`config.mk`:
```
export PLATFORM = sky130hd
export DESIGN_NAME = lsli_div
export DESIGN_NICKNAME = d
export VERILOG_FILES = /design/src/hdl/lagged_soft_limit_integrator_top_assert.svh /design/src/hdl/lsli_pkg.sv /design/src/hdl/lsli_div.sv
export SDC_FILE = /design/constraint.sdc
export NUM_CORES = 1
export LEC_CHECK = 0
export ABC_AREA = 1
export BUFFER_PORTS_ARGS = -buffer_cell sky130_fd_sc_hd__buf_4
export CORE_MARGIN = 4
export CORE_UTILIZATION = 52
export DETAILED_ROUTE_END_ITERATION = 8
export PLACE_DENSITY = 0.85
export SLEW_MARGIN = 0
export SYNTH_ARGS = -nofsm -noshare
export SYNTH_HDL_FRONTEND = slang
export SYNTH_SLANG_ARGS = --single-unit
export TNS_END_PERCENT = 20
```
`constraint.sdc`:
```
create_clock -name clk_i -period 2.3 [get_ports clk_i]
set_input_delay 0.115 -clock clk_i [delete_from_list [all_inputs] [get_ports clk_i]]
set_output_delay 0.115 -clock clk_i [all_outputs]
set_load 0.02 [all_outputs]
```
`src/hdl/lagged_soft_limit_integrator_top_assert.svh`:
```
// assertion macros for the lagged soft-limit integrator
// both macros sample on clk_i and are disabled while rst_ni is low
`ifndef LAGGED_SOFT_LIMIT_INTEGRATOR_TOP_ASSERT_SVH
`define LAGGED_SOFT_LIMIT_INTEGRATOR_TOP_ASSERT_SVH

// same-cycle implication
`define LSLI_ASSERT_IMP(label, ante, cons) \
  label: assert property (@(posedge clk_i) disable iff (!rst_ni) (ante) |-> (cons)) \
    else $error("lsli assertion failed");

// next-cycle implication
`define LSLI_ASSERT_NEXT(label, ante, cons) \
  label: assert property (@(posedge clk_i) disable iff (!rst_ni) (ante) |=> (cons)) \
    else $error("lsli assertion failed");

`endif

```
`src/hdl/lsli_pkg.sv`:
```
// shared widths, constants and register codes of the lagged soft-limit integrator
// no dependencies
package lsli_pkg;

  localparam int PosW     = 31;
  localparam int SpeedW   = 31;
  localparam int RateW    = 17;
  localparam int LagW     = 17;
  localparam int MaxSpdW  = 30;
  localparam int BandW    = 30;
  localparam int DzW      = 16;
  localparam int TsW      = 16;
  localparam int DrvW     = 16;

  localparam int MulAW    = 34;
  localparam int MulBW    = 33;
  localparam int ProdW    = MulAW + MulBW;

  localparam int NumW     = 62;
  localparam int QuotW    = 31;
  localparam int DivSteps = QuotW;
  localparam int CntW     = 5;

  localparam int AddrW    = 5;
  localparam int DataW    = 32;

  localparam logic [RateW-1:0] CenterTarget = 17'd6554;
  localparam logic [RateW-1:0] CenterBlend  = 17'd6554;

  localparam logic signed [SpeedW-1:0] SpeedSat    = 31'sd655360000;
  localparam logic signed [SpeedW-1:0] SpeedSatNeg = -31'sd655360000;

  localparam logic                      CenterModeRst = 1'b0;
  localparam logic [DzW-1:0]            DeadZoneRst   = 16'd0;
  localparam logic [LagW-1:0]           NormalLagRst  = 17'd65536;
  localparam logic [LagW-1:0]           BrakingLagRst = 17'd65536;
  localparam logic [MaxSpdW-1:0]        MaxSpeedRst   = 30'd65536;
  localparam logic signed [PosW-1:0]    MinLimitRst   = -31'sd655360;
  localparam logic signed [PosW-1:0]    MaxLimitRst   = 31'sd655360;
  localparam logic [BandW-1:0]          DampBandRst   = 30'd65536;

  typedef enum logic [2:0] {
    RegCenterMode = 3'd0,
    RegDeadZone   = 3'd1,
    RegNormalLag  = 3'd2,
    RegBrakingLag = 3'd3,
    RegMaxSpeed   = 3'd4,
    RegMinLimit   = 3'd5,
    RegMaxLimit   = 3'd6,
    RegDampBand   = 3'd7
  } reg_idx_e;

endpackage

```
`src/hdl/lsli_div.sv`:
```
// bit-serial restoring divider with quotient capped at all ones
// depends on lsli_pkg
module lsli_div (
  input  logic                        clk_i,
  input  logic                        rst_ni,
  input  logic                        start_i,
  input  logic [lsli_pkg::NumW-1:0]   num_i,
  input  logic [lsli_pkg::BandW-1:0]  den_i,
  output logic                        done_o,
  output logic [lsli_pkg::QuotW-1:0]  quot_o
);

  logic                         busy_q, busy_d;
  logic                         done_q, done_d;
  logic [lsli_pkg::CntW-1:0]    cnt_q, cnt_d;
  logic [lsli_pkg::BandW-1:0]   rem_q, rem_d;
  logic [lsli_pkg::QuotW-1:0]   quo_q, quo_d;
  logic [lsli_pkg::BandW:0]     rem_sh;
  logic [lsli_pkg::BandW:0]     rem_sub;
  logic                         fits;
  logic                         cap;

  assign rem_sh  = {rem_q, quo_q[lsli_pkg::QuotW-1]};
  assign fits    = rem_sh >= {1'b0, den_i};
  assign rem_sub = rem_sh - {1'b0, den_i};
  // quotient overflows the cap when the high part already reaches the divisor
  assign cap     = num_i[lsli_pkg::NumW-1:lsli_pkg::QuotW] >= {1'b0, den_i};

  always_comb begin
    busy_d = busy_q;
    done_d = 1'b0;
    cnt_d  = cnt_q;
    rem_d  = rem_q;
    quo_d  = quo_q;
    if (start_i) begin
      cnt_d = '0;
      if (cap) begin
        quo_d  = {lsli_pkg::QuotW{1'b1}};
        done_d = 1'b1;
      end else begin
        rem_d  = num_i[lsli_pkg::NumW-2:lsli_pkg::QuotW];
        quo_d  = num_i[lsli_pkg::QuotW-1:0];
        busy_d = 1'b1;
      end
    end else if (busy_q) begin
      rem_d = fits ? rem_sub[lsli_pkg::BandW-1:0] : rem_sh[lsli_pkg::BandW-1:0];
      quo_d = {quo_q[lsli_pkg::QuotW-2:0], fits};
      cnt_d = cnt_q + 1'b1;
      if (cnt_q == lsli_pkg::CntW'(lsli_pkg::DivSteps - 1)) begin
        busy_d = 1'b0;
        done_d = 1'b1;
      end
    end
  end

  always_ff @(posedge clk_i or negedge rst_ni) begin
    if (!rst_ni) begin
      busy_q <= 1'b0;
      done_q <= 1'b0;
      cnt_q  <= '0;
    end else begin
      busy_q <= busy_d;
      done_q <= done_d;
      cnt_q  <= cnt_d;
    end
  end

  always_ff @(posedge clk_i) begin
    rem_q <= rem_d;
    quo_q <= quo_d;
  end

  assign done_o = done_q;
  assign quot_o = quo_q;

endmodule

```
==> metrics.md <==
| Metric | Value |
|---|---|
| DRC errors left | `0` |
| Diode count | `0` |
| Min Tclk post-route | `~2.2 ns` |
| WL final | `20.8 mm` |
| Reg2Reg Setup Slack | `0.08 ns` |
| Max Cap Viol | `0` |
| Ports | `127` |
| Cell count after synthesis | `995` |
| Final setup viols | `0` |
| First-pass GRT wire length | `~32 mm` |
| Met2 WL | `10.3 mm` |
| Crit path top cell by count | `nand2_1` |
| Highest metal used | `met4` |
| Reg clk slew, reported paths | `~0.060 ns` |
| Initial Utilization | `54.1%` |
| Wire per inst | `15.6 um` |
| Pre-antenna DRT Iters | `6` |
| RD Place Congestion | `between 0.9 and 1` |
| Clock Tree Buf Depth | `2` |
| DRT iter0 DRCs | `488` |
| CP Cell Sequence | `ha_4 -> nand2_1 -> inv_1 -> nand2_1 -> nor3_1 -> nand2_1 -> nand3_4 -> buf_12 -> nand3_1 -> nand3_1 -> nand2_1` |
| Share of the synthesized area in the top cell type | `27.7%` |
| Netlist Area Pre-Place | `approximately 0.0066 mm^2` |
| Skew final | `about 0.0059 ns` |
| Largest stage delay on the critical path | `~0.46 ns` |
| Register bit total from synthesis | `68` |
| IO buf count | `126` |
| Pleak | `approximately 4.4 nW` |
| Register area share after synthesis | `30.4%` |
| Final-report hold violation count | `0` |
| Cell area power density | `slightly above 700 mW/mm^2` |
| FFs w/ async S/R, synth | `about a tenth` |
| Origin of the critical flop-to-flop path | `rem_q[6]$_DFFE_PP_` |
| CTS tree | `done` |
| Top cells by area, synth | `edfxtp_1 28%, nand2_1 17%, ha_1 12%, nor2_1 9.3%, inv_1 7.7%` |
| H-tree depth | `3` |
| Status | `finished, final reports clean` |
| Relative slew slack | `around half` |
| Met1 wire length | `~8.4 mm` |
| Num CTS Buffers | `9` |
| Largest area contributor in the netlist | `edfxtp_1` |
| Nets | `between 1000 and 1500` |
| Via count | `between 6000 and 7000` |
| Class of the worst hold path | `in2reg` |
| Share of cells above drive strength 1 | `about a quarter` |
| Vias in the first global route | `6759` |
| CTS sink cnt | `68` |
| Final non-filler cell total | `~1300` |
| Hold Path Origin | `num_i[55]` |
| Clock Latency Late Sink | `~0.35 ns` |
| Hold path depth | `3` |
| Die area | `between 0.01 and 0.015 mm^2` |
| Grt ovf | `0` |
| Initial antenna violation count | `0` |
| Mapped Nets | `approximately 1200` |
| Yosys cell types | `35` |
| Total GRT Usage | `a little over a quarter` |
| Met3 routed WL | `between 1.5 and 2 mm` |
| RSZ-0062 raised after global routing | `yes` |
| WHS | `approximately 0.050 ns` |
| Vias per std cell | `~5.2` |
| Final Util | `~72%` |
| Area Overhead vs Synth | `33.9%` |
| Placed cells | `~1300` |
| Main synth FF type | `edfxtp_1` |
| Req. time, crit path | `~2.4 ns` |
| CP Launch Type | `flip-flop` |
| Critical Path Fanout Max | `19` |
| Peak VDD IR | `between 0.5 and 0.6 mV` |
| CP max-delay cell | `edfxtp_1` |
| Core Area | `between 0.01 and 0.015 mm^2` |
| Worst-margin pin slew | `0.770 ns` |
| Slew Limit Fails | `0` |
| Number of enable flip-flop cells after synthesis | `about 60` |
| Crit Reg-Reg Endpoint | `rem_q[18]$_DFFE_PP_` |
| Setup TNS | `0 ns` |
| Yosys warns | `0` |
| R2R depth | `11` |
| Crit end category | `flip-flop` |
| Detailed Place HPWL | `about 16 mm` |
| ANT nets after route | `0` |
| Hold path endpoint | `rem_q[24]$_DFFE_PP_` |
| Tcrit/Tclk final | `between 90% and 100%` |
| Avg Synthesized Cell Area | `~6.6 um^2` |
| Achievable Freq | `~0.45 GHz` |
| Largest net degree at the start of global routing | `72` |
| Data arrival time of the worst path | `2.32 ns` |
| Die Y | `about 120 um` |
| Clk root buf | `clkbuf_16` |
| Width of the die | `around 120 um` |
| Cell Rows | `40` |
| WS Path Type | `reg2reg` |
## Yosys cell counts, types with 7 or more instances
cell and instances:
nand4_1 20, dfrtp_1 7, inv_1 135, nand3b_1 17
nor3_1 8, o21ai_0 10, ha_1 62, edfxtp_1 61
or2_2 31, nor2_1 163, o21ai_1 9, a21oi_1 37
clkbuf_1 14, nand3_1 70, nand2_1 298, xnor2_1 13
## logic make-up after synthesis
family | synth area share [%]
xor gates and xnor gates | 1.86
DFF | 30.4
and+or+nand+nor | 40.6
adders and majority gates | 12.1
AOI/OAI and AO/OA | 5.57
buffers and inverters | 9.48
## what timing repair did
item                       in CTS  in global routing
setup buffers                   0                  7
hold endpoints to repair        7                  0
gates resized for setup         0                 54
hold buffers                    1                  0
setup endpoints to repair       0                 31
## how the worst max path moves through the flow
| stage | from | to | slack [ns] | cells after the start |
|---|---|---|---|---|
| 3_3_place_gp | quot_o[30]$_DFFE_PP_ | rem_q[28]$_DFFE_PP_ | -0.005 | 13 |
| 3_5_place_dp | rem_q[13]$_DFFE_PP_ | rem_q[18]$_DFFE_PP_ | 0.007 | 13 |
| 6_report | rem_q[6]$_DFFE_PP_ | rem_q[18]$_DFFE_PP_ | 0.08 | 11 |
| 2_1_floorplan | den_i[18] | rem_q[0]$_DFFE_PP_ | 0.09 | 9 |
| 4_1_cts | rem_q[20]$_DFFE_PP_ | rem_q[22]$_DFFE_PP_ | 0.004 | 12 |
| 5_1_grt | rem_q[4]$_DFFE_PP_ | rem_q[12]$_DFFE_PP_ | -0.04 | 13 |
## worst max-delay path: cells and delay by family (launching register included)
family	cells	cell delay (ns)
buffers and inverters	2	0.24
AND/OR/NAND/NOR	8	0.93
flip-flops	1	0.46
adder cells (fa/ha/maj)	1	0.33
## cells in the final DEF, fill, tap and decap left out, drive strengths merged, types with 20 or more instances in the layout
| master | count |
|---|---|
| a21oi | 38 |
| buf | 179 |
| edfxtp | 61 |
| ha | 62 |
| inv | 138 |
| nand2 | 300 |
| nand3 | 71 |
| nand4 | 20 |
| nor2 | 166 |
| or2 | 33 |
## registers in the layout, indices dropped and copies added, names as in the netlist
signal,cells
busy_q,1
cnt_q,5
quot_o,31
done_o,1
rem_q,30
## metrics by stage
step / cell area [um^2] / setup WS (ns) / power [mW]
after global placement: 8090 / -0.00517 / 4.60
final: 8840 / 0.0808 / 6.39
after floorplan: 6610 / 0.0896 / 3.61
after global routing: 8840 / -0.0369 / 6.82
after detailed placement: 8090 / 0.00676 / 4.65
after CTS: 8380 / 0.00424 / 5.99
## power breakdown
part,switching [mW],total [mW],internal (mW)
clock,0.605,1.34,0.735
sequential,0.156,1.74,1.59
combinational,1.84,3.30,1.47
total,2.60,6.39,3.79
## routing by layer
metal | up-vias | GRT usage (%)
li1 | 3519 | -
met3 | 31 | 6.59
met1 | 3178 | 33.6
met5 | - | 0
met4 | 0 | 5.88
met2 | 258 | 48.5
## area by class of cell
class	instances	area, um^2
Clock inverter	7	52.6
Multi-Input combinational cell	767	4390
Timing Repair Buffer	180	1440
Inverter	137	514
Clock buffer	9	225
Tap cell	168	210
Sequential cell	68	2010
Fill cell	1013	3370
Note: power is estimated with default switching activity, not from simulation.
